--- src/rtl/core/wczps_pkg.sv ---
package wczps_pkg;

    // depth of the undecided-byte window
    localparam int WINDOW = 16;
    localparam int IDX_W  = $clog2(WINDOW);
    localparam int CNT_W  = $clog2(WINDOW + 1);

    localparam int BYTE_W = 8;
    localparam int THR_W  = 4;

    localparam logic [THR_W-1:0] THR_RESET = THR_W'(10);
    localparam logic [CNT_W-1:0] THR_MAX   = CNT_W'(WINDOW - 1);

    // commands from the sequencer to the window
    typedef struct packed {
        logic wr;
        logic pop;
        logic clr;
    } win_cmd_t;

    // one result handed to the output register
    typedef struct packed {
        logic              push;
        logic [BYTE_W-1:0] data;
        logic              valid;
        logic              last;
    } out_push_t;

endpackage

--- src/rtl/core/wczps_window.sv ---
module wczps_window (
    input  logic                             clk,
    input  logic                             rst_n,
    input  wczps_pkg::win_cmd_t              cmd,
    input  logic [wczps_pkg::BYTE_W-1:0]     wr_byte,
    input  logic [wczps_pkg::IDX_W-1:0]      rd_idx,
    output logic [wczps_pkg::BYTE_W-1:0]     rd_byte,
    output logic [wczps_pkg::CNT_W-1:0]      count
);

    logic [wczps_pkg::BYTE_W-1:0] buf_reg [wczps_pkg::WINDOW];
    logic [wczps_pkg::CNT_W-1:0]  cnt_reg;
    logic [wczps_pkg::CNT_W-1:0]  cnt_next;

    // shift line: pop moves every byte one place toward the head
    always_ff @(posedge clk)
    begin
        if (cmd.pop)
        begin
            for (int k = 0; k < wczps_pkg::WINDOW - 1; k++)
            begin
                buf_reg[k] <= buf_reg[k + 1];
            end
        end
        else if (cmd.wr && (cnt_reg < wczps_pkg::CNT_W'(wczps_pkg::WINDOW)))
        begin
            buf_reg[cnt_reg[wczps_pkg::IDX_W-1:0]] <= wr_byte;
        end
    end

    always_comb
    begin
        cnt_next = cnt_reg;
        if (cmd.clr)
        begin
            cnt_next = '0;
        end
        else if (cmd.pop)
        begin
            if (cnt_reg != '0)
            begin
                cnt_next = cnt_reg - wczps_pkg::CNT_W'(1);
            end
        end
        else if (cmd.wr && (cnt_reg < wczps_pkg::CNT_W'(wczps_pkg::WINDOW)))
        begin
            cnt_next = cnt_reg + wczps_pkg::CNT_W'(1);
        end
    end

    always_ff @(posedge clk or negedge rst_n)
    begin
        if (!rst_n)
        begin
            cnt_reg <= '0;
        end
        else
        begin
            cnt_reg <= cnt_next;
        end
    end

    assign rd_byte = buf_reg[rd_idx];
    assign count   = cnt_reg;

endmodule

--- src/rtl/core/wczps_ctrl.sv ---
module wczps_ctrl (
    input  logic                             clk,
    input  logic                             rst_n,
    input  logic                             in_valid,
    output logic                             in_ready,
    input  logic                             in_last,
    input  logic [wczps_pkg::CNT_W-1:0]      thr,
    input  logic                             out_free,
    output wczps_pkg::out_push_t             out_push,
    output wczps_pkg::win_cmd_t              win_cmd,
    output logic [wczps_pkg::IDX_W-1:0]      rd_idx,
    input  logic [wczps_pkg::BYTE_W-1:0]     rd_byte,
    input  logic [wczps_pkg::CNT_W-1:0]      count
);

    localparam logic [1:0] ST_IDLE   = 2'd0;
    localparam logic [1:0] ST_LOOP   = 2'd1;
    localparam logic [1:0] ST_SCAN   = 2'd2;
    localparam logic [1:0] ST_FINISH = 2'd3;

    logic [1:0]                     state_reg, state_next;
    logic                           squeeze_reg, squeeze_next;
    logic                           phase_reg, phase_next;
    logic                           last_reg, last_next;
    logic [wczps_pkg::CNT_W-1:0]    scan_reg, scan_next;
    logic                           held_full_reg, held_full_next;
    logic [wczps_pkg::BYTE_W-1:0]   held_byte_reg, held_byte_next;

    logic                           emit;
    logic [wczps_pkg::BYTE_W-1:0]   emit_byte;
    logic                           stall;
    logic                           byte_nz;
    logic                           scan_end;
    logic                           scan_hit;
    logic [wczps_pkg::CNT_W-1:0]    run_len;

    // shared zero test: head byte, or the scanned byte during a scan
    assign rd_idx  = (state_reg == ST_SCAN) ? scan_reg[wczps_pkg::IDX_W-1:0] : '0;
    assign byte_nz = (rd_byte != '0);

    // an emit needs room when one byte is already held back
    assign stall    = held_full_reg && !out_free;
    assign scan_end = (scan_reg >= count);
    assign scan_hit = !scan_end && byte_nz;
    assign run_len  = scan_end ? count : scan_reg;

    always_comb
    begin
        state_next     = state_reg;
        squeeze_next   = squeeze_reg;
        phase_next     = phase_reg;
        last_next      = last_reg;
        scan_next      = scan_reg;
        held_full_next = held_full_reg;
        held_byte_next = held_byte_reg;
        win_cmd        = '0;
        out_push       = '0;
        in_ready       = 1'b0;
        emit           = 1'b0;
        emit_byte      = rd_byte;

        unique case (state_reg)
            ST_IDLE:
            begin
                in_ready = 1'b1;
                if (in_valid)
                begin
                    win_cmd.wr = 1'b1;
                    last_next  = in_last;
                    state_next = ST_LOOP;
                end
            end
            ST_LOOP:
            begin
                if (count == '0)
                begin
                    state_next = ST_FINISH;
                end
                else if (squeeze_reg)
                begin
                    if (!((phase_reg || byte_nz) && stall))
                    begin
                        win_cmd.pop = 1'b1;
                        if (phase_reg)
                        begin
                            phase_next = 1'b0;
                            emit       = 1'b1;
                        end
                        else if (!byte_nz)
                        begin
                            phase_next = 1'b1;
                        end
                        else
                        begin
                            squeeze_next = 1'b0;
                            emit         = 1'b1;
                        end
                    end
                end
                else if (byte_nz)
                begin
                    if (!stall)
                    begin
                        win_cmd.pop = 1'b1;
                        emit        = 1'b1;
                    end
                end
                else
                begin
                    // head is zero, so the pair scan starts at the next zero slot
                    scan_next  = wczps_pkg::CNT_W'(2);
                    state_next = ST_SCAN;
                end
            end
            ST_SCAN:
            begin
                if (scan_end || scan_hit)
                begin
                    if (run_len > thr)
                    begin
                        squeeze_next = 1'b1;
                        phase_next   = 1'b0;
                        state_next   = ST_LOOP;
                    end
                    else if (scan_hit || last_reg)
                    begin
                        // short run: pass its leading zero and rescan
                        if (!stall)
                        begin
                            win_cmd.pop = 1'b1;
                            emit        = 1'b1;
                            emit_byte   = '0;
                            state_next  = ST_LOOP;
                        end
                    end
                    else
                    begin
                        state_next = ST_FINISH;
                    end
                end
                else
                begin
                    scan_next = scan_reg + wczps_pkg::CNT_W'(2);
                end
            end
            ST_FINISH:
            begin
                if (last_reg)
                begin
                    if (out_free)
                    begin
                        out_push.push  = 1'b1;
                        out_push.data  = held_full_reg ? held_byte_reg : '0;
                        out_push.valid = held_full_reg;
                        out_push.last  = 1'b1;
                        win_cmd.clr    = 1'b1;
                        squeeze_next   = 1'b0;
                        phase_next     = 1'b0;
                        held_full_next = 1'b0;
                        state_next     = ST_IDLE;
                    end
                end
                else if (held_full_reg)
                begin
                    if (out_free)
                    begin
                        out_push.push  = 1'b1;
                        out_push.data  = held_byte_reg;
                        out_push.valid = 1'b1;
                        out_push.last  = 1'b0;
                        held_full_next = 1'b0;
                        state_next     = ST_IDLE;
                    end
                end
                else
                begin
                    state_next = ST_IDLE;
                end
            end
            default:
            begin
                state_next = ST_IDLE;
            end
        endcase

        // one byte is held back so the final one can still take the last mark
        if (emit)
        begin
            if (held_full_reg)
            begin
                out_push.push  = 1'b1;
                out_push.data  = held_byte_reg;
                out_push.valid = 1'b1;
                out_push.last  = 1'b0;
            end
            held_full_next = 1'b1;
            held_byte_next = emit_byte;
        end
    end

    always_ff @(posedge clk or negedge rst_n)
    begin
        if (!rst_n)
        begin
            state_reg     <= ST_IDLE;
            squeeze_reg   <= 1'b0;
            phase_reg     <= 1'b0;
            last_reg      <= 1'b0;
            scan_reg      <= '0;
            held_full_reg <= 1'b0;
        end
        else
        begin
            state_reg     <= state_next;
            squeeze_reg   <= squeeze_next;
            phase_reg     <= phase_next;
            last_reg      <= last_next;
            scan_reg      <= scan_next;
            held_full_reg <= held_full_next;
        end
    end

    always_ff @(posedge clk)
    begin
        held_byte_reg <= held_byte_next;
    end

endmodule

--- src/rtl/core/wide_char_zero_pair_squeezer.sv ---
// channel   direction  payload                                   transfer
// s_*       in         tdata = in_byte, tlast = in_last          tvalid & tready
// m_*       out        tdata = out_byte, tuser = out_valid,      tvalid & tready
//                      tlast = out_last
// cfg_*     in         cfg_data = min_run_bytes                  cfg_valid & cfg_ready
//
// a byte is accepted, then the loop pops bytes until the window runs empty or a run
// scan is due; a run scan tests one pair slot at a time (up to window/2, the last one
// also pops a short run's zero), and a finish step ends the byte
// s_tready is high only while the sequencer is idle
// a stalled m_tready holds the sequencer once the held byte cannot move on
// reset clears control state; min_run_bytes resets to 10
module wide_char_zero_pair_squeezer (
    input  logic                            clk,
    input  logic                            rst_n,
    // raw message bytes
    input  logic                            s_tvalid,
    output logic                            s_tready,
    input  logic [wczps_pkg::BYTE_W-1:0]    s_tdata,   // [7:0] in_byte
    input  logic                            s_tlast,
    // decoded bytes
    output logic                            m_tvalid,
    input  logic                            m_tready,
    output logic [wczps_pkg::BYTE_W-1:0]    m_tdata,   // [7:0] out_byte
    output logic                            m_tuser,   // [0] out_valid
    output logic                            m_tlast,
    // threshold register write
    input  logic                            cfg_valid,
    output logic                            cfg_ready,
    input  logic [wczps_pkg::THR_W-1:0]     cfg_data
);

    logic [wczps_pkg::THR_W-1:0]    min_run_reg;
    logic [wczps_pkg::CNT_W-1:0]    thr;

    wczps_pkg::win_cmd_t            win_cmd;
    wczps_pkg::out_push_t           out_push;
    logic [wczps_pkg::IDX_W-1:0]    rd_idx;
    logic [wczps_pkg::BYTE_W-1:0]   rd_byte;
    logic [wczps_pkg::CNT_W-1:0]    count;
    logic                           out_free;

    logic                           m_valid_reg;
    logic [wczps_pkg::BYTE_W-1:0]   m_data_reg;
    logic                           m_user_reg;
    logic                           m_last_reg;

    // threshold register, always writable
    assign cfg_ready = 1'b1;

    always_ff @(posedge clk or negedge rst_n)
    begin
        if (!rst_n)
        begin
            min_run_reg <= wczps_pkg::THR_RESET;
        end
        else if (cfg_valid)
        begin
            min_run_reg <= cfg_data;
        end
    end

    // clamp so the window never overflows
    always_comb
    begin
        thr = wczps_pkg::CNT_W'(min_run_reg);
        if (thr > wczps_pkg::THR_MAX)
        begin
            thr = wczps_pkg::THR_MAX;
        end
    end

    wczps_window u_window (
        .clk     (clk),
        .rst_n   (rst_n),
        .cmd     (win_cmd),
        .wr_byte (s_tdata),
        .rd_idx  (rd_idx),
        .rd_byte (rd_byte),
        .count   (count)
    );

    wczps_ctrl u_ctrl (
        .clk      (clk),
        .rst_n    (rst_n),
        .in_valid (s_tvalid),
        .in_ready (s_tready),
        .in_last  (s_tlast),
        .thr      (thr),
        .out_free (out_free),
        .out_push (out_push),
        .win_cmd  (win_cmd),
        .rd_idx   (rd_idx),
        .rd_byte  (rd_byte),
        .count    (count)
    );

    // output register: takes a new result when empty or being drained
    assign out_free = !m_valid_reg || m_tready;

    always_ff @(posedge clk or negedge rst_n)
    begin
        if (!rst_n)
        begin
            m_valid_reg <= 1'b0;
        end
        else if (out_push.push)
        begin
            m_valid_reg <= 1'b1;
        end
        else if (m_tready)
        begin
            m_valid_reg <= 1'b0;
        end
    end

    always_ff @(posedge clk)
    begin
        if (out_push.push)
        begin
            m_data_reg <= out_push.data;
            m_user_reg <= out_push.valid;
            m_last_reg <= out_push.last;
        end
    end

    assign m_tvalid = m_valid_reg;
    assign m_tdata  = m_data_reg;
    assign m_tuser  = m_user_reg;
    assign m_tlast  = m_last_reg;

endmodule

--- config.mk ---
export PLATFORM = sky130hd
export DESIGN_NAME = wide_char_zero_pair_squeezer
export DESIGN_NICKNAME = d
export VERILOG_FILES = /design/src/rtl/core/wczps_pkg.sv /design/src/rtl/core/wczps_window.sv /design/src/rtl/core/wczps_ctrl.sv /design/src/rtl/core/wide_char_zero_pair_squeezer.sv
export SDC_FILE = /design/constraint.sdc
export NUM_CORES = 1
export LEC_CHECK = 0
export ABC_AREA = 1
export BUFFER_PORTS_ARGS = -buffer_cell sky130_fd_sc_hd__buf_4
export CAP_MARGIN = 20
export CORE_MARGIN = 2
export CORE_UTILIZATION = 55
export CTS_BUF_LIST = sky130_fd_sc_hd__clkbuf_4 sky130_fd_sc_hd__clkbuf_8
export CTS_CLUSTER_DIAMETER = 150
export DETAILED_ROUTE_END_ITERATION = 12
export GPL_TIMING_DRIVEN = 0
export HOLD_SLACK_MARGIN = 0.03
export PLACE_DENSITY = 0.75
export SETUP_SLACK_MARGIN = 0.1
export SLEW_MARGIN = 10
export SYNTH_ARGS = -nofsm -noshare
export SYNTH_HDL_FRONTEND = slang
export SYNTH_SLANG_ARGS = --single-unit
--- constraint.sdc ---
create_clock -name clk -period 5.11 [get_ports clk]
set_clock_uncertainty 0.2 [all_clocks]
set_input_delay 0.2555 -clock clk [delete_from_list [all_inputs] [get_ports clk]]
set_output_delay 0.2555 -clock clk [all_outputs]
set_load 0.005 [all_outputs]
Word level (Yosys, flattened, before mapping)
Memories as Yosys holds them, arrays and structs flattened.
Cells that the tools add are included.
{"block": "word_totals", "elab_cells": 156, "in_bits": 18, "register_bits": 39, "n_memories": 1, "mem_bits_rw": 128}
{"block": "op_classes", "mux": 89, "reduce_logical": 28, "eq_ne": 19, "add_sub_neg": 3, "n_lt_le_gt_ge": 3}
{"memory": "u_window.buf_reg", "depth": 16, "word_bits": 8, "rd": 16, "rd_clocked_by_memory_dff": 0, "write_ports": 15, "line": "wczps_window.sv:11", "rtl": "logic [wczps_pkg::BYTE_W-1:0] buf_reg [wczps_pkg::WINDOW];"}
{"op": "2-to-1 mux 11 bit", "n": 7}
{"op": "2-to-1 mux 8 bit", "n": 7}
{"op": "2-to-1 mux 1 bit", "n": 47}
{"op": "2-to-1 mux 5 bit", "n": 9}
{"op": "2-to-1 mux 2 bit", "n": 11}
{"op": "inequality test 2 bit, second input constant", "n": 8}
{"op": "one-hot mux 5 bit (2 select lines)", "n": 1}
{"op": "AND reduction 5 bit", "n": 2}
{"op": "inequality test 3 bit, second input constant", "n": 3}
{"op": "2-to-1 mux 4 bit", "n": 2}
{"op": "one-hot mux 2 bit (4 select lines)", "n": 1}
{"op": "AND reduction 8 bit", "n": 1}
{"op": "nonzero test 8 bit", "n": 1}
{"op": "OR reduction 8 bit", "n": 1}
{"op": "inequality test 2 x 1 -> 1 bit, second input constant", "n": 3}
{"op": "one-hot mux 1 bit (3 select lines)", "n": 2}
{"op": "AND reduction 2 bit", "n": 3}
{"op": "AND reduction 6 bit", "n": 1}
{"op": "nonzero test 2 bit", "n": 3}
{"op": "nonzero test 3 bit", "n": 2}
{"op": "adder 5 x 1 -> 5 bit, second input constant", "n": 1}
{"op": "adder 5 x 2 -> 5 bit, second input constant", "n": 1}
{"op": "greater-or-equal comparator 5 bit", "n": 1}
{"op": "> comparator 5 x 4 -> 1 bit", "n": 1}
{"op": "other kinds (13)", "n": 23}

Longest topological paths before layout
Gate-level depths: netlist of the first run.
An unclocked memory read counts as a cell.
{"block": "logic_depth", "word_depth": 14, "depth_mapped": 32, "mapped_depth_nobuf": 31}

By module
Synthesis of the first run repeated with hierarchy kept, for this count alone.
{"block": "hier_totals", "cells_unflattened": 1203, "area_unflattened_um2": 9689.3}
{"module": "wczps_window", "seq_area_each_um2": 3968.8, "n_inst": 1, "area_per_inst_um2": 7359.6, "cells_each": 891}
{"module": "wczps_ctrl", "seq_area_each_um2": 490.5, "n_inst": 1, "area_per_inst_um2": 1823.0, "cells_each": 277}
{"module": "wide_char_zero_pair_squeezer", "seq_area_each_um2": 427.9, "n_inst": 1, "area_per_inst_um2": 506.7, "cells_each": 35}

Worst setup path after synthesis of the first run
No wires, ideal clock.
{"block": "synth_path", "path_type": "flip-flop to flip-flop", "from": "reg u_window.cnt_reg (netlist bit u_window.count[2])", "to": "reg u_window.cnt_reg (netlist bit u_window.count[4])", "t_arrival_ps": 4082, "setup_time_ps": 66, "required_time_ps": 4844, "path_stages_with_launch": 31, "slack_ps": 762, "path_cell_list": "dfrtp_1 > inv_1 > ha_1 > nand2_1 > inv_1 > o21ai_0 > nand3_1 > inv_1 > o21ai_0 > ha_1 > a21oi_1 > o21ai_0 > o21ai_0 > nand3_1 > nor2_1 > nand3_2 > nand2_1 > nand2_2 > buf_6 > buf_2 > fa_1 > or2_2 > a21oi_1 > or2_2 > xor2_1 > inv_1 > nand3_1 > nand2_1 > nor2_1 > nand2_1 > nand2_1"}
{"block": "synth_via", "elab_chain_len": 10, "word_cells_on_any_way": 25, "classes_between": "add/sub (2); order compare (3); eq/ne (1); mux (10); reduce/logical (9)"}
{"element": "from (decl)", "line": "wczps_window.sv:12", "rtl": "logic [wczps_pkg::CNT_W-1:0] cnt_reg;"}
{"element": "from (signal assigned)", "line": "wczps_window.sv:59", "rtl": "cnt_reg <= cnt_next;"}
{"element": "branches (longest 10 deep; another with greater-or-equal comparator 5 bit)"}
Parallel ways; which one is timed is not known. The select of a mux whose other input is x is not followed.
A chain may end at the register's enable or synchronous reset.

Final worst setup path of the first run
Ends and elaborated chain as after synthesis.

==> impl_metrics.csv, run 1 <==
group,metric,value,unit
worst_setup_path,cp.arrival,4.86,ns
timing,fin_setup_tns,0,ns
worst_setup_path,required,5.32,ns
finish,final_nets,1151,
finish,syn2layout_area_growth,13.1,%
detailed_routing,antenna_left,0,
floorplanning,die_w,131,µm
worst_setup_path,path_class,"reg -> reg",
detailed_routing,vias,7462,
finish,n_fill_cell,1344,
finish,final_common_cell,"nand2_1",
clocking,clockBufferDepth,2,
worst_setup_path,rr_worst_depth,31,
place,place.gp.congestion,0.978,
worst_setup_path,crit_buf_inv,6,
detailed_routing,drt_iter0_drc,937,
timing,final_max_slew_viol_count,0,
synth,syn_area,8860,µm²
worst_setup_path,cp_slowest_cell,"dfrtp_1",
place,port_buffers,29,
timing,fin_crit_sh,0.909,
worst_hold_path,hold_class,"in -> async",
floorplanning,start_util,0.560,
finish,fin_area,10000,µm²
finish,layout.core_utilization,0.633,
power_and_ir_drop,p_seq_frac,0.417,
clocking,h-tree-depth,4,
power_and_ir_drop,power_density,651,nW/µm²
worst_setup_path,crit_top_cell,"nand2_1",
power_and_ir_drop,p_int,3.79,mW
power_and_ir_drop,switching_share,0.420,
finish,n_antenna_cell,0,
global_routing,grt.overflow.total,0,
synth,seq_area_frac_synth,0.551,
clocking,clockRootBuffer,"clkbuf_8",
floorplanning,die-area,17100,µm²
global_routing,grt_pass1_vias,6821,
place,place_hpwl,16100,µm
detailed_routing,first_pass_iters,5,
timing,rsz0062_at_grt,"no",
clocking,clock_sinks,166,
synth,synth_warnings,0,
clocking,numCtsBuffers,17,
worst_setup_path,endpoint_kind,"register",
synth,synth_nets,1075,
timing,max_freq,0.215,GHz
worst_setup_path,critPathMaxStageDelay,0.43,ns
timing,setup_viol,0,
place,dpl-instance-area,9350,µm²
synth,synthDistinctLibCells,35,
place,dpl.cell_count,1285,
detailed_routing,wire_per_inst,16.8,µm
synth,synth-seq-cells,166,
detailed_routing,vias_per_cell,5.55,
timing,hold_violations,0,
detailed_routing,drc_errors,0,
status,outcome,"complete, no violations",
timing,fin_crit,4.64,ns
floorplanning,ios,31,
global_routing,grt_pass1_wl,35400,µm
worst_setup_path,cp_max_fo,10,
floorplanning,die-height,131,µm
global_routing,grt_usage,0.280,
global_routing,grt_max_degree,19,
clocking,cts_tree,"built",
job,maxCapViolations,0,
global_routing,antenna_found_initial,0,
worst_setup_path,cp-start-kind,"register",
floorplanning,coreArea,15800,µm²
timing,slew-limit-headroom,0.425,
detailed_routing,routed_wirelength,22600,µm
power_and_ir_drop,pwr-share-comb,0.439,
synth,postSynthCellCount,1040,
finish,largest_reg_flops,128,
clocking,worstSkewPairLatency,0.48,ns
finish,layoutNonFillerInstCount,1345,
timing,worst_slew_pin_slew,0.860,ns
floorplanning,rows,46,
clocking,clkTransAtPathRegs,0.09,ns
finish,final_cell_mix,"390 x nand2_1, 176 x nand3_1, 146 x edfxtp_1",
power_and_ir_drop,ir_drop,286,µV
power_and_ir_drop,power.share.clock,0.144,
worst_setup_path,crit_cells,31,
power_and_ir_drop,p_sw,2.74,mW
synth,avgSynthCellArea,8.52,µm²
power_and_ir_drop,p_leak,4.65,nW
finish,drive_gt1_frac,0.116,
worst_setup_path,cp_top_family,"simple AND/OR/NAND/NOR gates",
final timing paths:
check / slack (ns) / start / endpoint
max: 0.47 / u_window.count[2] / u_window.count[4]
min: 0.06 / rst_n / min_run_reg[1]
max reg2reg: 0.47 / u_window.count[2] / u_window.count[4]
min reg2reg: 0.30 / min_run_reg[3] / min_run_reg[3]
max in group asynchronous: 3.32 / rst_n / u_window.count[3]
min in group clk: 0.10 / s_tvalid / u_ctrl.state_reg[1]
worst reg2reg max path: cells and delay by family, from the launching register on:
| kind | cells | cell delay, ns |
|---|---|---|
| buffers and inverters | 6 | 0.65 |
| xor gates and xnor gates | 1 | 0.14 |
| adders and majority gates | 3 | 0.92 |
| AOI/OAI and AO/OA | 6 | 0.62 |
| and+or+nand+nor | 15 | 1.63 |
| DFF | 1 | 0.43 |
logic make-up (layout without fill, tap and decap cells):
| kind of cell | after synthesis | after routing | synth area share |
|---|---|---|---|
| mux | 1 | 1 | 0.00127 |
| xor+xnor | 4 | 4 | 0.00395 |
| buf+inv | 138 | 227 | 0.0745 |
| flops | 166 | 166 | 0.551 |
| compound gates | 37 | 37 | 0.0222 |
| simple gates | 676 | 676 | 0.322 |
| other cells | 1 | 1 | 0.000423 |
| fa+ha+maj | 17 | 17 | 0.0248 |
power by group through the flow:
stage,sequential [mW],clock (mW),combinational (mW)
after global placement,2.73,0,2.62
final,2.72,0.941,2.86
after detailed placement,2.74,0,2.69
after CTS,2.71,0.952,2.72
after floorplan,2.62,0,1.95
after global routing,2.78,1.00,3.23
metrics by stage:
step,worst slack [ns],power (mW),hold WS [ns]
global placement,0.106,5.35,-0.0498
detailed placement,0.0419,5.43,-0.0455
CTS,0.124,6.39,0.0511
global route,0.0825,7.01,0.0827
finish,0.467,6.53,0.0639
floorplan,0.762,4.57,-0.240
final cells by class:
type | instances | area (µm²) | area share
Buffer | 36 | 279 | 0.0278
Clock buffer | 17 | 234 | 0.0233
Clock inverter | 15 | 153 | 0.0152
Inverter | 102 | 388 | 0.0387
Multi-Input combinational cell | 736 | 3330 | 0.333
Sequential cell | 166 | 4890 | 0.488
Tap cell | 216 | 270 | 0.0270
Timing Repair Buffer | 57 | 478 | 0.0477
layer usage:
layer | global-route usage | routed length, µm
met1 | 0.361 | 9020
met2 | 0.454 | 10700
met3 | 0.0558 | 1940
met4 | 0.140 | 941
met5 | 0 | 0
Yosys cell counts, drive strengths merged:
library cell	instances	share of area
nand2	406	0.18
inv	102	0.044
xnor2	2	0.0020
a211oi	1	0.00085
ha	16	0.023
nand4	3	0.0021
nor3	1	0.00056
nand3b	1	0.00085
o31ai	2	0.0017
dfstp	2	0.0059
a21oi	14	0.0079
dfrtp	18	0.051
mux2	1	0.0013
o21ai	18	0.010
edfxtp	146	0.49
buf	28	0.027
or2	3	0.0021
fa	1	0.0023
o21bai	1	0.00085
xor2	2	0.0020
conb	1	0.00042
clkbuf	8	0.0034
nor2	84	0.037
nand3	178	0.10
o22ai	1	0.00071
timing repair:
item / 4_1_cts / 5_1_grt
resized for setup: 2 / 12
buffers inserted: 0 / 6
hold buffers: 21 / 0
cloned: 0 / 0
endpoints found under the setup margin: 1 / 1
endpoints found under the hold margin: 75 / 0
pin swaps: 0 / 3
(Power assumes the default switching activity.)
==> run 2: changes to the inputs <==
- CORE_UTILIZATION: 55 -> 60
- PLACE_DENSITY: 0.75 -> 0.8
- clock period: 5.11 -> 5 ns (I/O delays scaled with it)
==> run 2 against run 1 <==
  * Clock power decreased by 8.8%
  * Critical path depth fell by 2
  * Largest cell class unchanged
  * Critical endpoint unchanged
  * Sequential share of layout area rose by 0.15 points
  * Design area down 0.30%
==> impl_metrics.csv, run 2 (same netlist as run 1, synthesis figures left out) <==
group,metric,value,unit
finish,syn2layout_area_growth,12.7,%
detailed_routing,antenna_left,0,
clocking,numCtsBuffers,17,
timing,rsz0062_at_grt,"no",
worst_setup_path,required,5.21,ns
global_routing,met3_usage,0.0864,
clocking,clockRootBuffer,"clkbuf_8",
timing,max_freq,0.215,GHz
worst_setup_path,crit_top_cell,"nand2_1",
power_and_ir_drop,ir_drop,336,µV
clocking,h-tree-depth,4,
clocking,clkTransAtPathRegs,0.08,ns
clocking,clock_sinks,166,
place,place.gp.congestion,0.972,
place,port_buffers,29,
timing,slew-limit-headroom,0.426,
place,place_hpwl,16200,µm
floorplanning,rows,44,
worst_setup_path,cp-start-kind,"register",
worst_setup_path,cp_max_fo,10,
detailed_routing,drt_iter0_drc,1032,
timing,hold_violations,0,
finish,final_nets,1154,
worst_hold_path,hold_class,"in -> async",
global_routing,grt_pass1_vias,6858,
worst_setup_path,endpoint_kind,"register",
detailed_routing,wire_per_inst,17.2,µm
job,maxCapViolations,0,
clocking,cts_tree,"built",
worst_setup_path,cp_slowest_cell,"dfrtp_2",
floorplanning,ios,31,
timing,final_max_slew_viol_count,0,
worst_setup_path,cp.arrival,4.85,ns
finish,drive_gt1_frac,0.125,
floorplanning,coreArea,14500,µm²
clocking,worstSkewPairLatency,0.47,ns
finish,final_cell_mix,"389 x nand2_1, 175 x nand3_1, 146 x edfxtp_1",
global_routing,use_met2,0.479,
detailed_routing,vias_per_cell,5.65,
timing,fin_crit_sh,0.929,
global_routing,grt_usage,0.291,
timing,setup_viol,0,
worst_setup_path,path_class,"reg -> reg",
detailed_routing,first_pass_iters,6,
status,outcome,"complete, no violations",
power_and_ir_drop,p_leak,4.66,nW
timing,worst_slew_pin_slew,0.861,ns
clocking,clockBufferDepth,2,
timing,fin_crit,4.64,ns
finish,largest_reg_flops,128,
worst_setup_path,reg2reg_setup_slack,0.36,ns
finish,final_common_cell,"nand2_1",
global_routing,busiest_layer,"met2",
detailed_routing,routed_wirelength,22600,µm
global_routing,grt_max_degree,19,
finish,n_antenna_cell,0,
finish,fin_area,9990,µm²
power_and_ir_drop,power_density,670,nW/µm²
global_routing,grt.overflow.total,0,
worst_setup_path,critPathMaxStageDelay,0.43,ns
floorplanning,start_util,0.612,
global_routing,grt_util_met1,0.359,
global_routing,grt_pass1_wl,34900,µm
global_routing,antenna_found_initial,0,
detailed_routing,drc_errors,0,
detailed_routing,vias,7431,
finish,layout.core_utilization,0.690,
place,dpl-instance-area,9310,µm²
floorplanning,die-area,15800,µm²
floorplanning,die_w,126,µm
floorplanning,die-height,126,µm
## run 2: changes by cell type in the layout (fill, tap and decap cells not counted), moves of 2 or more
cell	previous run	this run
buf_4	42	47
buf_6	13	11
buf_8	1	3
bufinv_16	2	0
dlygate4sd3_1	21	19
o21ai_0	13	11
o21ai_2	1	3
## run 2: power breakdown
| group | switching (mW) | internal, mW | total (mW) |
|---|---|---|---|
| Combinational | 2.04 | 1.02 | 3.06 |
| Clock | 0.508 | 0.351 | 0.858 |
| Sequential | 0.299 | 2.47 | 2.77 |
| Total | 2.85 | 3.85 | 6.69 |
## run 2: timing repair
action                                 in CTS  in global routing
resized for setup                           6                 17
endpoints found under the hold margin      75                  0
setup endpoints to repair                   1                  1
buffers inserted                            4                  7
gates cloned                                0                  0
pin swaps                                   2                  6
hold buffers                               19                  0
## run 2: stage by stage
stage                     setup slack, ns  power [mW]  TNS, ns  instances  hold WS, ns
after floorplan                     0.652        4.67        0       1040       -0.246
after global placement             -0.132        5.45   -0.132       1253      -0.0602
after detailed placement           -0.156        5.55   -0.156       1253      -0.0593
after CTS                           0.105        6.50        0       1308       0.0467
after global routing               0.0837        7.14        0       1316       0.0453
final                               0.355        6.69        0       1316       0.0578
## run 2: worst max-delay path, delay by kind of cell (launching register included)
kind            cells  cell delay [ns]
xor+xnor            1             0.16
compound gates      4             0.65
fa+ha+maj           3             0.89
flops               1             0.43
buf+inv             5             0.57
simple gates       16             1.69
## run 2: worst paths after layout
path	start	endpoint	cells past startpoint
worst max-delay path	u_window.count[3]	u_window.count[4]	29
worst min-delay path	rst_n	min_run_reg[1]	2
worst max register to register	u_window.count[3]	u_window.count[4]	29
worst min register to register	u_window.buf_reg[11][7]	u_window.buf_reg[10][7]	2
max in group asynchronous	rst_n	u_window.count[3]	3
min in group clk	s_tvalid	u_ctrl.state_reg[1]	5
## run 2: routing by layer
metal  vias to the layer above  part of all wire  wire, µm
met1                      3395              0.38      8680
met4                         0             0.037       835
met2                       410              0.48     10800
met5                         -                 0         0
met3                        75              0.10      2290
li1                       3551                 -         -
## run 2: final cells by class
class / instances / area, µm²
inverter: 102 / 390
fill: 1120 / 4480
tap: 184 / 230
multi-input combinational: 736 / 3360
clock buffer: 18 / 241
sequential: 166 / 4890
buffer: 36 / 287
timing repair buffer: 60 / 495
clock inverter: 14 / 100
==> run 3: changes to the inputs <==
- clock period: 5 -> 5.47 ns (I/O delays scaled with it)
==> run 3 against run 2 <==
  * Combinational power fell by 14%
  * Core utilization decreased by 0.80 points
  * Maximum frequency fell by 6.9%
==> impl_metrics.csv, run 3 (same netlist as run 1, synthesis figures left out) <==
group,metric,value,unit
worst_setup_path,r2r-start,"u_window.count[3]",
clocking,worstSkewPairLatency,0.47,ns
power_and_ir_drop,p_seq_frac,0.425,
detailed_routing,routed_wirelength,22500,µm
worst_setup_path,crit_top_cell,"nand2_1",
finish,n_antenna_cell,0,
floorplanning,die-height,126,µm
timing,hold_violations,0,
place,port_buffers,29,
clocking,clock_sinks,166,
worst_setup_path,rr_worst_depth,31,
worst_setup_path,cp.arrival,5.19,ns
timing,setup_viol,0,
timing,rsz0062_at_grt,"no",
worst_setup_path,reg2reg_setup_slack,0.48,ns
timing,worst_slew_pin_slew,0.850,ns
power_and_ir_drop,switching_share,0.428,
power_and_ir_drop,ir_drop,307,µV
power_and_ir_drop,power_density,604,nW/µm²
power_and_ir_drop,power.share.clock,0.132,
power_and_ir_drop,p_int,3.42,mW
place,place.gp.congestion,0.972,
clocking,clkTransAtPathRegs,0.08,ns
detailed_routing,wire_per_inst,17.2,µm
floorplanning,die_w,126,µm
global_routing,antenna_found_initial,0,
status,outcome,"complete, no violations",
global_routing,grt.overflow.total,0,
finish,final_common_cell,"nand2_1",
worst_setup_path,cp_max_fo,10,
finish,syn2layout_area_growth,11.4,%
timing,fin_crit_sh,0.912,
floorplanning,rows,44,
timing,slew-limit-headroom,0.433,
floorplanning,die-area,15800,µm²
timing,max_freq,0.200,GHz
finish,final_nets,1145,
finish,largest_reg_flops,128,
detailed_routing,vias_per_cell,5.64,
global_routing,grt_pass1_vias,6826,
detailed_routing,drc_errors,0,
clocking,cts_tree,"built",
worst_setup_path,endpoint_kind,"register",
global_routing,grt_pass1_wl,34700,µm
worst_setup_path,cp-start-kind,"register",
worst_setup_path,critPathMaxStageDelay,0.49,ns
floorplanning,start_util,0.612,
timing,fin_crit,4.99,ns
clocking,h-tree-depth,4,
floorplanning,ios,31,
finish,drive_gt1_frac,0.110,
clocking,numCtsBuffers,17,
job,maxCapViolations,0,
place,place_hpwl,16200,µm
worst_setup_path,path_class,"reg -> reg",
power_and_ir_drop,p_sw,2.55,mW
timing,fin_setup_tns,0,ns
worst_setup_path,r2r-end,"u_window.count[4]",
worst_setup_path,required,5.68,ns
global_routing,grt_usage,0.289,
finish,layout.core_utilization,0.682,
finish,final_cell_mix,"390 x nand2_1, 175 x nand3_1, 146 x edfxtp_1",
detailed_routing,drt_iter0_drc,979,
global_routing,grt_max_degree,19,
floorplanning,coreArea,14500,µm²
timing,final_max_slew_viol_count,0,
clocking,clockRootBuffer,"clkbuf_8",
detailed_routing,antenna_left,0,
worst_hold_path,hold_class,"in -> async",
detailed_routing,vias,7375,
clocking,clockBufferDepth,2,
detailed_routing,first_pass_iters,6,
worst_setup_path,cp_slowest_cell,"dfrtp_1",
power_and_ir_drop,p_leak,4.60,nW
power_and_ir_drop,pwr-share-comb,0.443,
[run 3: worst max path at each step]
stage / cells after the start / slack [ns] / end / start
floorplan: 30 / 1.12 / u_window.count[4] / u_window.count[2]
global placement: 31 / 0.34 / u_window.count[4] / u_window.count[2]
detailed placement: 31 / 0.31 / u_window.count[4] / u_window.count[2]
CTS: 31 / 0.23 / u_window.count[4] / u_window.count[2]
global route: 31 / 0.12 / u_window.count[4] / u_window.count[2]
finish: 31 / 0.48 / u_window.count[4] / u_window.count[3]
[run 3: what timing repair did]
| action | CTS | global route |
|---|---|---|
| hold buffers | 19 | 0 |
| setup endpoints to repair | 0 | 1 |
| setup buffers | 0 | 2 |
| endpoints found under the hold margin | 75 | 0 |
| gates resized for setup | 0 | 8 |
[run 3: final cells by class]
cell class | instances | area, µm²
Sequential cell | 166 | 4890
Fill cell | 1145 | 4600
Multi-Input combinational cell | 736 | 3320
Timing Repair Buffer | 51 | 428
Inverter | 102 | 390
Buffer | 36 | 275
Clock buffer | 18 | 241
Tap cell | 184 | 230
Clock inverter | 14 | 100
[run 3: power by group through the flow]
stage               combinational [mW]  clock [mW]  sequential (mW)
floorplan                         1.82           0             2.45
global placement                  2.44           0             2.54
detailed placement                2.51           0             2.56
CTS                               2.55       0.786             2.53
global route                      2.95       0.840             2.58
finish                            2.64       0.786             2.54
[run 3: worst max-delay path, delay by kind of cell (launching register included)]
kind / cells / cell delay, ns
adder cells (fa/ha/maj): 3 / 1.02
AND/OR/NAND/NOR: 15 / 1.62
buffers and inverters: 6 / 0.74
AO/OA/AOI/OAI: 6 / 0.66
flip-flops: 1 / 0.49
XOR/XNOR: 1 / 0.18
[run 3: routing by layer]
layer | GRT usage | wire [µm] | up-vias
li1 | - | - | 3540
met1 | 0.356 | 8670 | 3372
met2 | 0.476 | 10800 | 402
met3 | 0.0881 | 2250 | 61
met4 | 0.121 | 762 | 0
met5 | 0 | 0 | -
[run 3: through the flow]
step,setup slack [ns],hold slack (ns),power (mW),area (µm²),std cells
global route,0.118,0.0684,6.37,9880,1307
finish,0.481,0.0824,5.97,9880,1307
floorplan,1.12,-0.222,4.27,8860,1040
detailed placement,0.314,-0.0358,5.07,9310,1253
CTS,0.234,0.0702,5.87,9840,1304
global placement,0.338,-0.0367,4.99,9310,1253
